$ cat src/design/pqb_pkg.sv
// ----------------------------------------------------------------------------
// pqb_pkg
// Shared constants, register codes and helper width functions for the
// piecewise quadratic Bezier path block.
// ----------------------------------------------------------------------------
package pqb_pkg;

  localparam int MAX_SEGMENTS_DEF = 4;
  localparam int COORD_BITS_DEF   = 16;

  // Configuration port.
  localparam int CFG_INDEX_W = 2;
  localparam int CFG_DATA_W  = 33;

  localparam logic [CFG_INDEX_W-1:0] CFG_SEGMENT_TICKS      = 2'd0;
  localparam logic [CFG_INDEX_W-1:0] CFG_SEGMENT_COUNT      = 2'd1;
  localparam logic [CFG_INDEX_W-1:0] CFG_SEGMENT_RECIPROCAL = 2'd2;

  localparam logic [15:0] TICKS_RESET = 16'd1024;
  localparam logic [2:0]  COUNT_RESET = 3'd4;
  localparam logic [32:0] RECIP_RESET = 33'h0_0040_0000;

  // Item kinds.
  localparam logic MODE_ADVANCE = 1'b1;

  // Depth of the command queue between front and back.
  localparam int CMD_DEPTH = 4;

  // Configuration values the back end works with.
  typedef struct packed {
    logic [15:0] ticks;
    logic [32:0] recip;
  } pqb_cfg_t;

  function automatic int time_bits(input int max_seg);
    return 16 + $clog2(max_seg);
  endfunction

  function automatic int slot_bits(input int max_seg);
    return $clog2(2 * max_seg + 1);
  endfunction

  // Command word: advance flag, clamp flag, slot, point, step.
  function automatic int cmd_width(input int max_seg, input int coord_bits);
    return 2 + slot_bits(max_seg) + 3 * coord_bits + time_bits(max_seg);
  endfunction

endpackage

$ cat src/design/pqb_front.sv
// ----------------------------------------------------------------------------
// pqb_front
// Input stage: registers one item, classifies it, clamps the time step to
// one loop and drops loads to slots outside the table.
// ----------------------------------------------------------------------------
module pqb_front
  import pqb_pkg::*;
#(
  parameter int MAX_SEGMENTS = MAX_SEGMENTS_DEF,
  parameter int COORD_BITS   = COORD_BITS_DEF,
  localparam int TIME_BITS   = time_bits(MAX_SEGMENTS),
  localparam int SLOT_W      = slot_bits(MAX_SEGMENTS),
  localparam int CMD_W       = cmd_width(MAX_SEGMENTS, COORD_BITS)
) (
  input  logic                         clk,
  input  logic                         rst,
  input  logic                         push,
  output logic                         full,
  input  logic                         mode,
  input  logic [3:0]                   point_index,
  input  logic signed [COORD_BITS-1:0] point_x,
  input  logic signed [COORD_BITS-1:0] point_y,
  input  logic signed [COORD_BITS-1:0] point_z,
  input  logic [15:0]                  time_step,
  input  logic [TIME_BITS-1:0]         loop,
  input  logic                         cmd_full,
  output logic                         cmd_push,
  output logic [CMD_W-1:0]             cmd_data
);

  localparam int SLOTS = 2 * MAX_SEGMENTS + 1;

  typedef struct packed {
    logic                        adv;
    logic                        clamped;
    logic [SLOT_W-1:0]           slot;
    logic [3*COORD_BITS-1:0]     point;
    logic [TIME_BITS-1:0]        step;
  } cmd_t;

  logic                  item_valid;
  logic                  item_mode;
  logic [3:0]            item_index;
  logic [3*COORD_BITS-1:0] item_point;
  logic [15:0]           item_step;

  logic is_adv;
  logic slot_ok;
  logic drop;
  logic consume;
  logic clamp;
  cmd_t cmd;

  always_comb begin
    is_adv  = (item_mode == MODE_ADVANCE);
    slot_ok = (32'(item_index) < SLOTS);
    drop    = !is_adv && !slot_ok;
    consume = item_valid && (drop || !cmd_full);
    clamp   = (32'(item_step) > 32'(loop));

    cmd.adv     = is_adv;
    cmd.clamped = clamp;
    cmd.slot    = SLOT_W'(item_index);
    cmd.point   = item_point;
    cmd.step    = clamp ? loop : TIME_BITS'(item_step);
  end

  assign full     = item_valid && !consume;
  assign cmd_push = item_valid && !drop && !cmd_full;
  assign cmd_data = CMD_W'(cmd);

  always_ff @(posedge clk) begin
    if (rst) begin
      item_valid <= 1'b0;
    end else if (push && !full) begin
      item_valid <= 1'b1;
      item_mode  <= mode;
      item_index <= point_index;
      item_point <= {point_z, point_y, point_x};
      item_step  <= time_step;
    end else if (consume) begin
      item_valid <= 1'b0;
    end
  end

endmodule

$ cat src/design/pqb_cmd_queue.sv
// ----------------------------------------------------------------------------
// pqb_cmd_queue
// Small first-in first-out queue of commands between front and back.
// ----------------------------------------------------------------------------
module pqb_cmd_queue
  import pqb_pkg::*;
#(
  parameter int WIDTH = 8
) (
  input  logic             clk,
  input  logic             rst,
  input  logic             push,
  input  logic [WIDTH-1:0] push_data,
  output logic             full,
  input  logic             pop,
  output logic [WIDTH-1:0] pop_data,
  output logic             empty
);

  localparam int PTR_W = $clog2(CMD_DEPTH);

  logic [WIDTH-1:0] slots [CMD_DEPTH];
  logic [PTR_W-1:0] wr_ptr;
  logic [PTR_W-1:0] rd_ptr;
  logic [PTR_W:0]   count;
  logic             do_push;
  logic             do_pop;

  assign full     = (32'(count) == CMD_DEPTH);
  assign empty    = (count == '0);
  assign pop_data = slots[rd_ptr];
  assign do_push  = push && !full;
  assign do_pop   = pop && !empty;

  always_ff @(posedge clk) begin
    if (do_push) begin
      slots[wr_ptr] <= push_data;
    end
  end

  always_ff @(posedge clk) begin
    if (rst) begin
      wr_ptr <= '0;
      rd_ptr <= '0;
      count  <= '0;
    end else begin
      if (do_push) begin
        wr_ptr <= wr_ptr + 1'b1;
      end
      if (do_pop) begin
        rd_ptr <= rd_ptr + 1'b1;
      end
      if (do_push && !do_pop) begin
        count <= count + 1'b1;
      end else if (do_pop && !do_push) begin
        count <= count - 1'b1;
      end
    end
  end

endmodule

$ cat src/design/pqb_back.sv
// ----------------------------------------------------------------------------
// pqb_back
// Execution stage: holds the control point table and the path time, wraps
// time, finds the segment, and evaluates the curve with one shared
// multiplier into a result register.
// ----------------------------------------------------------------------------
module pqb_back
  import pqb_pkg::*;
#(
  parameter int MAX_SEGMENTS = MAX_SEGMENTS_DEF,
  parameter int COORD_BITS   = COORD_BITS_DEF,
  localparam int TIME_BITS   = time_bits(MAX_SEGMENTS),
  localparam int CMD_W       = cmd_width(MAX_SEGMENTS, COORD_BITS)
) (
  input  logic                         clk,
  input  logic                         rst,
  input  logic [CMD_W-1:0]             cmd_data,
  input  logic                         cmd_empty,
  output logic                         cmd_pop,
  input  pqb_cfg_t                     cfg,
  input  logic [TIME_BITS-1:0]         loop,
  output logic                         res_valid,
  input  logic                         res_pop,
  output logic signed [COORD_BITS-1:0] pos_x,
  output logic signed [COORD_BITS-1:0] pos_y,
  output logic signed [COORD_BITS-1:0] pos_z,
  output logic [1:0]                   segment_number,
  output logic                         step_clamped
);

  localparam int SLOT_W = slot_bits(MAX_SEGMENTS);
  localparam int SLOTS  = 2 * MAX_SEGMENTS + 1;
  localparam int SEG_W  = (MAX_SEGMENTS > 1) ? $clog2(MAX_SEGMENTS) : 1;
  localparam int CNT_W  = $clog2(TIME_BITS + 1);
  localparam int D_W    = 2 * TIME_BITS + 1;
  localparam int B_W    = (COORD_BITS > 18) ? COORD_BITS : 18;
  localparam int PROD_W = 34 + B_W;
  localparam int ACC_W  = COORD_BITS + 34;
  localparam int RQ_W   = ACC_W - 32;

  localparam logic signed [ACC_W-1:0] ROUND_HALF = ACC_W'(32'h8000_0000);
  localparam logic signed [RQ_W-1:0]  COORD_HI   =
    RQ_W'({1'b0, {(COORD_BITS-1){1'b1}}});
  localparam logic signed [RQ_W-1:0]  COORD_LO   = ~COORD_HI;

  localparam logic [3:0] ST_IDLE   = 4'd0;
  localparam logic [3:0] ST_MOD    = 4'd1;
  localparam logic [3:0] ST_SEG    = 4'd2;
  localparam logic [3:0] ST_MUL_U  = 4'd3;
  localparam logic [3:0] ST_WAIT_U = 4'd4;
  localparam logic [3:0] ST_WV     = 4'd5;
  localparam logic [3:0] ST_WUV    = 4'd6;
  localparam logic [3:0] ST_WUU    = 4'd7;
  localparam logic [3:0] ST_READ   = 4'd8;
  localparam logic [3:0] ST_MAC    = 4'd9;
  localparam logic [3:0] ST_DRAIN  = 4'd10;
  localparam logic [3:0] ST_DONE   = 4'd11;

  localparam logic [2:0] TAG_NONE = 3'd0;
  localparam logic [2:0] TAG_W0   = 3'd1;
  localparam logic [2:0] TAG_W1   = 3'd2;
  localparam logic [2:0] TAG_W2   = 3'd3;
  localparam logic [2:0] TAG_ACC  = 3'd4;

  typedef struct packed {
    logic                        adv;
    logic                        clamped;
    logic [SLOT_W-1:0]           slot;
    logic [3*COORD_BITS-1:0]     point;
    logic [TIME_BITS-1:0]        step;
  } cmd_t;

  cmd_t cmd;
  assign cmd = cmd_t'(cmd_data);

  // Rounds a blended sum to the nearest coordinate and saturates it.
  function automatic logic signed [COORD_BITS-1:0] round_sat(
    input logic signed [ACC_W-1:0] a
  );
    logic signed [ACC_W-1:0] r;
    logic signed [RQ_W-1:0]  q;
    r = a + ROUND_HALF;
    q = r[ACC_W-1:32];
    if (q > COORD_HI) begin
      q = COORD_HI;
    end else if (q < COORD_LO) begin
      q = COORD_LO;
    end
    return COORD_BITS'(q);
  endfunction

  logic [3:0]            state;
  logic [TIME_BITS-1:0]  path_time;
  logic [TIME_BITS:0]    rem;
  logic [D_W-1:0]        div;
  logic [CNT_W-1:0]      cnt;
  logic [TIME_BITS-1:0]  s_reg;
  logic [SEG_W-1:0]      seg;
  logic                  clamped_r;
  logic [15:0]           u;
  logic [32:0]           w0;
  logic [32:0]           w1;
  logic [32:0]           w2;
  logic [1:0]            k;
  logic [1:0]            c;

  logic signed [PROD_W-1:0] prod;
  logic [2:0]               tag;
  logic [1:0]               tag_c;
  logic                     tag_first;
  logic signed [ACC_W-1:0]  acc [3];

  logic [3*COORD_BITS-1:0] mem [SLOTS];
  logic [SLOTS-1:0]        mem_valid;
  logic [3*COORD_BITS-1:0] rd;
  logic                    rd_valid;

  logic [TIME_BITS:0]          sum;
  logic                        stale;
  logic                        rem_ge;
  logic [TIME_BITS:0]          rem_next;
  logic [15:0]                 s16;
  logic [48:0]                 u_full;
  logic [32:0]                 u_q;
  logic [15:0]                 u_sat;
  logic [16:0]                 v;
  logic [SLOT_W-1:0]           rd_addr;
  logic [3*COORD_BITS-1:0]     rd_point;
  logic signed [COORD_BITS-1:0] coord_c;
  logic [32:0]                 mul_a;
  logic signed [B_W-1:0]       mul_b;
  logic [2:0]                  tag_next;
  logic                        load_now;

  assign cmd_pop  = (state == ST_IDLE) && !cmd_empty;
  assign load_now = cmd_pop && !cmd.adv;

  always_comb begin
    sum      = {1'b0, path_time} + {1'b0, cmd.step};
    stale    = (path_time >= loop);
    rem_ge   = (D_W'(rem) >= div);
    rem_next = rem_ge ? (rem - (TIME_BITS+1)'(div)) : rem;

    s16    = s_reg[15:0];
    u_full = {1'b0, prod[47:0]} + (cfg.recip[32] ? {1'b0, s16, 32'h0} : 49'h0);
    u_q    = u_full[48:16];
    u_sat  = (|u_q[32:16]) ? 16'hFFFF : u_q[15:0];
    v      = 17'h1_0000 - {1'b0, u};

    rd_addr  = SLOT_W'({seg, 1'b0}) + SLOT_W'(k);
    rd_point = rd_valid ? rd : '0;
    case (c)
      2'd0:    coord_c = rd_point[COORD_BITS-1:0];
      2'd1:    coord_c = rd_point[2*COORD_BITS-1:COORD_BITS];
      default: coord_c = rd_point[3*COORD_BITS-1:2*COORD_BITS];
    endcase

    mul_a    = '0;
    mul_b    = '0;
    tag_next = TAG_NONE;
    case (state)
      ST_MUL_U: begin
        mul_a = {1'b0, cfg.recip[31:0]};
        mul_b = B_W'(s16);
      end
      ST_WV: begin
        mul_a    = 33'(v);
        mul_b    = B_W'(v);
        tag_next = TAG_W0;
      end
      ST_WUV: begin
        mul_a    = 33'(v);
        mul_b    = B_W'(u);
        tag_next = TAG_W1;
      end
      ST_WUU: begin
        mul_a    = 33'(u);
        mul_b    = B_W'(u);
        tag_next = TAG_W2;
      end
      ST_MAC: begin
        case (k)
          2'd0:    mul_a = w0;
          2'd1:    mul_a = w1;
          default: mul_a = w2;
        endcase
        mul_b    = B_W'(coord_c);
        tag_next = TAG_ACC;
      end
      default: begin
        tag_next = TAG_NONE;
      end
    endcase
  end

  // Point table: one write port for loads, one registered read port.
  always_ff @(posedge clk) begin
    if (load_now) begin
      mem[cmd.slot] <= cmd.point;
    end
    if (state == ST_READ) begin
      rd       <= mem[rd_addr];
      rd_valid <= mem_valid[rd_addr];
    end
  end

  always_ff @(posedge clk) begin
    if (rst) begin
      mem_valid <= '0;
    end else if (load_now) begin
      mem_valid[cmd.slot] <= 1'b1;
    end
  end

  // Shared multiplier and the capture of its products.
  always_ff @(posedge clk) begin
    prod      <= $signed({1'b0, mul_a}) * mul_b;
    tag_c     <= c;
    tag_first <= (k == 2'd0);
    case (tag)
      TAG_W0:  w0 <= prod[32:0];
      TAG_W1:  w1 <= {prod[31:0], 1'b0};
      TAG_W2:  w2 <= prod[32:0];
      TAG_ACC: begin
        acc[tag_c] <= tag_first ? ACC_W'(prod) : acc[tag_c] + ACC_W'(prod);
      end
      default: begin
      end
    endcase
  end

  always_ff @(posedge clk) begin
    if (rst) begin
      tag <= TAG_NONE;
    end else begin
      tag <= tag_next;
    end
  end

  // Sequencer.
  always_ff @(posedge clk) begin
    if (rst) begin
      state     <= ST_IDLE;
      path_time <= '0;
      res_valid <= 1'b0;
    end else begin
      if (res_pop && res_valid) begin
        res_valid <= 1'b0;
      end
      case (state)
        ST_IDLE: begin
          if (cmd_pop && cmd.adv) begin
            rem       <= sum;
            div       <= stale ? (D_W'(loop) << TIME_BITS) : D_W'(loop);
            cnt       <= stale ? CNT_W'(TIME_BITS) : '0;
            clamped_r <= cmd.clamped;
            state     <= ST_MOD;
          end
        end
        ST_MOD: begin
          rem <= rem_next;
          div <= div >> 1;
          if (cnt == '0) begin
            path_time <= TIME_BITS'(rem_next);
            s_reg     <= TIME_BITS'(rem_next);
            seg       <= '0;
            state     <= ST_SEG;
          end else begin
            cnt <= cnt - 1'b1;
          end
        end
        ST_SEG: begin
          if (s_reg >= TIME_BITS'(cfg.ticks)) begin
            s_reg <= s_reg - TIME_BITS'(cfg.ticks);
            seg   <= seg + 1'b1;
          end else begin
            state <= ST_MUL_U;
          end
        end
        ST_MUL_U: begin
          state <= ST_WAIT_U;
        end
        ST_WAIT_U: begin
          u     <= u_sat;
          state <= ST_WV;
        end
        ST_WV: begin
          state <= ST_WUV;
        end
        ST_WUV: begin
          state <= ST_WUU;
        end
        ST_WUU: begin
          k     <= 2'd0;
          state <= ST_READ;
        end
        ST_READ: begin
          c     <= 2'd0;
          state <= ST_MAC;
        end
        ST_MAC: begin
          c <= c + 1'b1;
          if (c == 2'd2) begin
            if (k == 2'd2) begin
              state <= ST_DRAIN;
            end else begin
              k     <= k + 1'b1;
              state <= ST_READ;
            end
          end
        end
        ST_DRAIN: begin
          state <= ST_DONE;
        end
        ST_DONE: begin
          if (!res_valid || res_pop) begin
            res_valid      <= 1'b1;
            pos_x          <= round_sat(acc[0]);
            pos_y          <= round_sat(acc[1]);
            pos_z          <= round_sat(acc[2]);
            segment_number <= 2'(seg);
            step_clamped   <= clamped_r;
            state          <= ST_IDLE;
          end
        end
        default: begin
          state <= ST_IDLE;
        end
      endcase
    end
  end

endmodule

$ cat src/design/piecewise_quadratic_bezier_path.sv
// ----------------------------------------------------------------------------
// piecewise_quadratic_bezier_path
// A load passes through the front end's holding register and the command queue
// into the point table; an advance also runs the back end's wrap, segment,
// weight and product states before its result is registered. Throughput: one
// load per cycle while the back end is idle and the command queue has room; an
// advance holds the back end until its result is registered, set by its single
// shared multiplier (13 products per advance). A wrap after a register change
// that left the time at or beyond the loop runs the full bit-serial remainder.
// Reset (synchronous, rst high): time to zero, all points read as zero,
// registers to their defaults, queues empty. No clearing pass is needed.
// ----------------------------------------------------------------------------
//
// The block is split into a front end that takes each item transfer into a
// holding register, clamps the time step to one loop and throws away loads
// to slots outside the table, and a back end that carries the commands out in
// order. A four-entry command queue sits between them, so new items are taken
// while the back end is still busy or its result waits to be popped.
//
// The back end keeps the control point table with one valid bit per slot, so
// a slot that was never loaded reads as zero. Each advance wraps the path
// time with a compare and subtract (or a full bit-serial remainder when the
// stored time is stale), steps through segments by repeated subtraction of
// the segment length, forms the curve parameter from the reciprocal, and then
// runs the weights and the nine weight-times-coordinate products through one
// registered multiplier into three accumulators.
//
module piecewise_quadratic_bezier_path
  import pqb_pkg::*;
#(
  parameter int MAX_SEGMENTS = MAX_SEGMENTS_DEF,
  parameter int COORD_BITS   = COORD_BITS_DEF
) (
  input  logic                         clk,
  input  logic                         rst,

  // Item side.
  input  logic                         push,
  output logic                         full,
  input  logic                         mode,
  input  logic [3:0]                   point_index,
  input  logic signed [COORD_BITS-1:0] point_x,
  input  logic signed [COORD_BITS-1:0] point_y,
  input  logic signed [COORD_BITS-1:0] point_z,
  input  logic [15:0]                  time_step,

  // Result side.
  output logic                         empty,
  input  logic                         pop,
  output logic signed [COORD_BITS-1:0] pos_x,
  output logic signed [COORD_BITS-1:0] pos_y,
  output logic signed [COORD_BITS-1:0] pos_z,
  output logic [1:0]                   segment_number,
  output logic                         step_clamped,

  // Register writes.
  input  logic                         cfg_write,
  input  logic [CFG_INDEX_W-1:0]       cfg_index,
  input  logic [CFG_DATA_W-1:0]        cfg_data
);

  localparam int TIME_BITS = time_bits(MAX_SEGMENTS);
  localparam int CMD_W     = cmd_width(MAX_SEGMENTS, COORD_BITS);
  localparam int CE_W      = $clog2(MAX_SEGMENTS + 1);

  // Configuration registers.
  logic [15:0] segment_ticks;
  logic [2:0]  segment_count;
  logic [32:0] segment_reciprocal;

  always_ff @(posedge clk) begin
    if (rst) begin
      segment_ticks      <= TICKS_RESET;
      segment_count      <= COUNT_RESET;
      segment_reciprocal <= RECIP_RESET;
    end else if (cfg_write) begin
      case (cfg_index)
        CFG_SEGMENT_TICKS:      segment_ticks      <= cfg_data[15:0];
        CFG_SEGMENT_COUNT:      segment_count      <= cfg_data[2:0];
        CFG_SEGMENT_RECIPROCAL: segment_reciprocal <= cfg_data;
        default: begin
        end
      endcase
    end
  end

  // Effective values: a zero length counts as one tick, and the segment
  // count is held between one and the largest supported count.
  logic [15:0]             ticks_eff;
  logic [CE_W-1:0]         count_eff;
  logic [16+CE_W-1:0]      loop_full;
  logic [TIME_BITS-1:0]    loop;
  pqb_cfg_t                cfg;

  always_comb begin
    ticks_eff = (segment_ticks == 16'd0) ? 16'd1 : segment_ticks;
    if (segment_count == 3'd0) begin
      count_eff = CE_W'(1);
    end else if (32'(segment_count) > MAX_SEGMENTS) begin
      count_eff = CE_W'(MAX_SEGMENTS);
    end else begin
      count_eff = CE_W'(segment_count);
    end
    loop_full = ticks_eff * count_eff;
    loop      = loop_full[TIME_BITS-1:0];
    cfg.ticks = ticks_eff;
    cfg.recip = segment_reciprocal;
  end

  logic             cmd_push;
  logic [CMD_W-1:0] cmd_in;
  logic             cmd_full;
  logic             cmd_pop;
  logic [CMD_W-1:0] cmd_out;
  logic             cmd_empty;
  logic             res_valid;

  pqb_front #(
    .MAX_SEGMENTS (MAX_SEGMENTS),
    .COORD_BITS   (COORD_BITS)
  ) u_front (
    .clk         (clk),
    .rst         (rst),
    .push        (push),
    .full        (full),
    .mode        (mode),
    .point_index (point_index),
    .point_x     (point_x),
    .point_y     (point_y),
    .point_z     (point_z),
    .time_step   (time_step),
    .loop        (loop),
    .cmd_full    (cmd_full),
    .cmd_push    (cmd_push),
    .cmd_data    (cmd_in)
  );

  pqb_cmd_queue #(
    .WIDTH (CMD_W)
  ) u_queue (
    .clk       (clk),
    .rst       (rst),
    .push      (cmd_push),
    .push_data (cmd_in),
    .full      (cmd_full),
    .pop       (cmd_pop),
    .pop_data  (cmd_out),
    .empty     (cmd_empty)
  );

  pqb_back #(
    .MAX_SEGMENTS (MAX_SEGMENTS),
    .COORD_BITS   (COORD_BITS)
  ) u_back (
    .clk            (clk),
    .rst            (rst),
    .cmd_data       (cmd_out),
    .cmd_empty      (cmd_empty),
    .cmd_pop        (cmd_pop),
    .cfg            (cfg),
    .loop           (loop),
    .res_valid      (res_valid),
    .res_pop        (pop),
    .pos_x          (pos_x),
    .pos_y          (pos_y),
    .pos_z          (pos_z),
    .segment_number (segment_number),
    .step_clamped   (step_clamped)
  );

  assign empty = !res_valid;

endmodule

$ cat config.mk
export PLATFORM = sky130hd
export DESIGN_NAME = piecewise_quadratic_bezier_path
export DESIGN_NICKNAME = d
export VERILOG_FILES = /design/src/design/pqb_pkg.sv /design/src/design/pqb_front.sv /design/src/design/pqb_cmd_queue.sv /design/src/design/pqb_back.sv /design/src/design/piecewise_quadratic_bezier_path.sv
export SDC_FILE = /design/constraint.sdc
export NUM_CORES = 2
export LEC_CHECK = 0
export ABC_AREA = 1
export BUFFER_PORTS_ARGS = -buffer_cell sky130_fd_sc_hd__buf_2
export CORE_MARGIN = 2
export CORE_UTILIZATION = 30
export DETAILED_ROUTE_END_ITERATION = 10
export GPL_ROUTABILITY_DRIVEN = 0
export PLACE_DENSITY = 0.5
export SYNTH_ARGS = -nofsm -noshare
export SYNTH_HDL_FRONTEND = slang
export SYNTH_SLANG_ARGS = --single-unit
$ cat constraint.sdc
create_clock -name clk -period 18.5 [get_ports clk]
set_input_delay 3.7 -clock clk [delete_from_list [all_inputs] [get_ports clk]]
set_output_delay 3.7 -clock clk [all_outputs]
set_load 0.01 [all_outputs]
==> results.txt <==
- The flow ran to the end, and the final reports show no timing, DRC or antenna violations.
- The routed design has 257,000 um of wire.
- Post-synthesis average cell area: approximately 10 um2
- Die Ht: ~530 um
- Relative to the synthesized area, the layout overhead comes to 12.1%.
- Of all nets on the critical path, the largest fanout is around 130.
- Top cells by area in the synthesized netlist: edfxtp_1 (46%), fa_1 (12%), nand2_1 (6.9%), inv_1 (5.6%), ha_1 (5.1%)
- Number of antenna violations at the first check in global routing: 6
- The HPWL after detailed placement is 181,000 um.
- The floorplan step defined a die boundary enclosing 0.285 mm2.
* Sequential share of the synthesized area: 0.495
- In this run the cell area measured after placement is between 0.08 and 0.09 mm2.
* Core Region: approximately 0.28 mm2
- Commonest cells after routing, fill and taps aside: nand2_1 (1,537), edfxtp_1 (1,288), inv_1 (1,254)
- The first detailed-routing pass ran for 6 iterations.
- Clk slew on worst S/H paths: 0.06 ns
- Skew-Pair Late Insertion Delay: around 0.84 ns
- The worst hold path belongs to the class flip-flop to flip-flop.
- Largest registers: u_back.mem x432, u_queue.slots x288, u_back.acc x200
* Area share of the largest cell type after synthesis: 0.460
- Highest achievable clock rate: between 90 and 100 MHz
* # DRC: 0
- Setup CP Type: flip-flop to flip-flop
- The clock net in this run drives a total of approximately 1,400 sinks.
- Data on the critical path arrives at its endpoint at ~11 ns.
* Kind of start point of the critical path: flip-flop
- After clock tree synthesis, the flow added hold-fix buffers numbering 0.
- After global routing the overflow that remains totals 0.
- Starting density of the core: 0.301
* Min cycle time layout: about 10 ns
* Clock Root Buffer: clkbuf_16
- met2 is the most crowded layer.
* Cell accounting for the most synthesized area: edfxtp_1
* Required time reported for the critical path endpoint: between 15 and 20 ns
* Actual transition at the worst max-transition pin: 1.28 ns
- Met3 usage in global routing: 0.0224
- Dividing total power by cell area gives a power density of 99.8 mW/mm2.
- Measured against its own limit, the worst slew margin works out to 0.141.
- Wire length of the first global-routing pass: roughly 390,000 um
- Number of distinct library cells after synthesis: 70
- IR analysis of the VDD net gives a maximum drop of between 0.07 and 0.08 mV.
- Count of flip-flops with a built-in enable after synthesis: 1,288
* TritonCTS buffer count: ~170
- From left edge to right edge, the die measures approximately 530 um.
- Counting every instance in the synthesized netlist gives slightly above 8,000.
- Max_cap viols: 0
- Share of post-route cells with drive strength above 1: 0.0746
* Number of setup buffers added after CTS: 0
- During synthesis, Yosys emitted a total of 0 warnings.
* Worst hold slack: 0.439 ns
* CP top delay family: adder cells
* Gates resized, CTS repair: 0
* Vias in the first global route: 60,400
- Htree depth: 4
- Routed via count: 59,900
* Routed wire per std cell: approximately 21 um
- Setup TNS: 0 ns
* Max FFs per register: about 430
* Largest net degree at the start of global routing: ~130
* Net count, final: 9,327
- The most used flip-flop cell after synthesis is edfxtp_1.
* Maximum clock skew at final layout: ~0.11 ns
- Worst path bufs/invs: 6
- Final period utilization: 0.556
* Floorplan row count: between 150 and 200
- In the routed layout, each cell is associated on average with a via count of 4.90.
- Leak: 38.1 nW
- Count of endpoints failing setup in the final report: 0
- For this run, the total global-route usage over all layers was measured as 0.178.
- For met2 alone, demand over resource in global routing was 0.291.
- Met1 track demand over resource in global routing: 0.245
- Most common library cell in the layout ignoring fill and taps: nand2_1
- Post-route antenna net violation count: 0
- Register with the most flip-flops: u_back.mem
- Longest individual stage delay on the worst path: between 0.8 and 0.9 ns
* Post-Syn Area: ~0.084 mm2
- Unrepaired setup endpoints after global routing: no
- The most numerous cell type found on the critical path is fa_1.
- For this run, asynchronously set or reset flops after synthesis account for 0.
* Final Hold Fails: 0
- # IOs: around 160
* Cell type of the slowest stage on the worst timing path: nor2_4
* Worst Setup End Kind: flip-flop
- Layout Cell Area excl Fill: ~0.094 mm2
- Input and output buffers added on the ports amount to between 150 and 200.
- CTS tree: built
- Detailed router's first-iteration violation count: 5,136
- The synthesized design contains between 1,000 and 1,500 register bits.
- Final Max Slew Viols: 0
- No sink is reached through more buffers than the 4 on the longest clock path.
## worst register-to-register path: cells and delay by family, from the launching register on
kind,cells,cell delay (ns)
flops,1,0.38
compound gates,4,1.20
simple gates,10,3.08
buf+inv,6,1.82
fa+ha+maj,8,3.71
## where the power goes
| group | switching [mW] | internal [mW] |
|---|---|---|
| Sequential | 0.139 | 4.02 |
| Combinational | 1.52 | 0.534 |
| Clock | 1.33 | 1.88 |
## through the flow
| step | cells | setup slack, ns | util | total power [mW] |
|---|---|---|---|---|
| after global placement | 11900 | 8.47 | 0.319 | 6.24 |
| after floorplan | 8262 | 10.41 | - | 5.49 |
| after global routing | 12200 | 7.79 | 0.338 | 9.88 |
| after CTS | 12200 | 8.33 | 0.338 | 9.52 |
| after detailed placement | 11900 | 8.39 | 0.319 | 6.28 |
| final | 12200 | 8.21 | 0.338 | 9.42 |
## metal layers
| metal | up-vias | share of wire |
|---|---|---|
| met3 | 354 | 0.056 |
| met5 | - | 0 |
| met1 | 29800 | 0.45 |
| li1 | 27800 | - |
| met2 | 1879 | 0.46 |
| met4 | 0 | 0.032 |
## cells by family (layout without fill, tap and decap cells)
logic type	Yosys count	after routing	synth area share
and+or+nand+nor	2748	2748	0.135
buffers and inverters	1605	1830	0.0739
DFF	1438	1438	0.495
AOI/OAI and AO/OA	1355	1355	0.0949
adders and majority gates	857	857	0.174
xor gates and xnor gates	169	169	0.0177
muxes	82	82	0.00975
other	1	10	0.0000446
## layout make-up
cell class / count / area [um2]
Clock inverter: 82 / 759
Tap cell: 3724 / 4660
Antenna cell: 2 / 5.00
Inverter: 1290 / 4850
Multi-Input combinational cell: 5219 / 36400
Fill cell: 28400 / 185000
Clock buffer: 212 / 4480
Timing Repair Buffer: 246 / 1460
Sequential cell: 1438 / 41700
## worst paths after layout
kind | startpoint | to | slack [ns] | depth (start not counted)
hold / removal | u_back.clamped_r$_DFFE_PP_ | u_back.step_clamped$_DFFE_PP_ | 0.44 | 0
setup / recovery | u_back.k[0]$_SDFFCE_PP0P_ | u_back.prod[47]$_DFF_P_ | 8.21 | 28
hold reg to reg | u_back.clamped_r$_DFFE_PP_ | u_back.step_clamped$_DFFE_PP_ | 0.44 | 0
setup reg to reg | u_back.k[0]$_SDFFCE_PP0P_ | u_back.prod[47]$_DFF_P_ | 8.21 | 28
## cells in the mapped netlist (20+ instances only)
cell type,number
a21oi_1,311
a221oi_1,20
a22oi_1,72
a31oi_1,54
buf_2,66
clkbuf_1,212
dfxtp_1,150
edfxtp_1,1288
fa_1,517
ha_1,340
inv_1,1264
inv_2,20
mux2i_1,82
nand2_1,1537
nand3_1,215
nand4_1,64
nor2_1,758
nor2_2,20
nor3_1,47
nor4_1,21
o211ai_1,26
o21a_1,28
o21ai_0,559
o221ai_1,88
o22ai_1,101
or2_2,25
xnor2_1,63
xor2_1,105
Note: power is estimated with default switching activity, not from simulation.
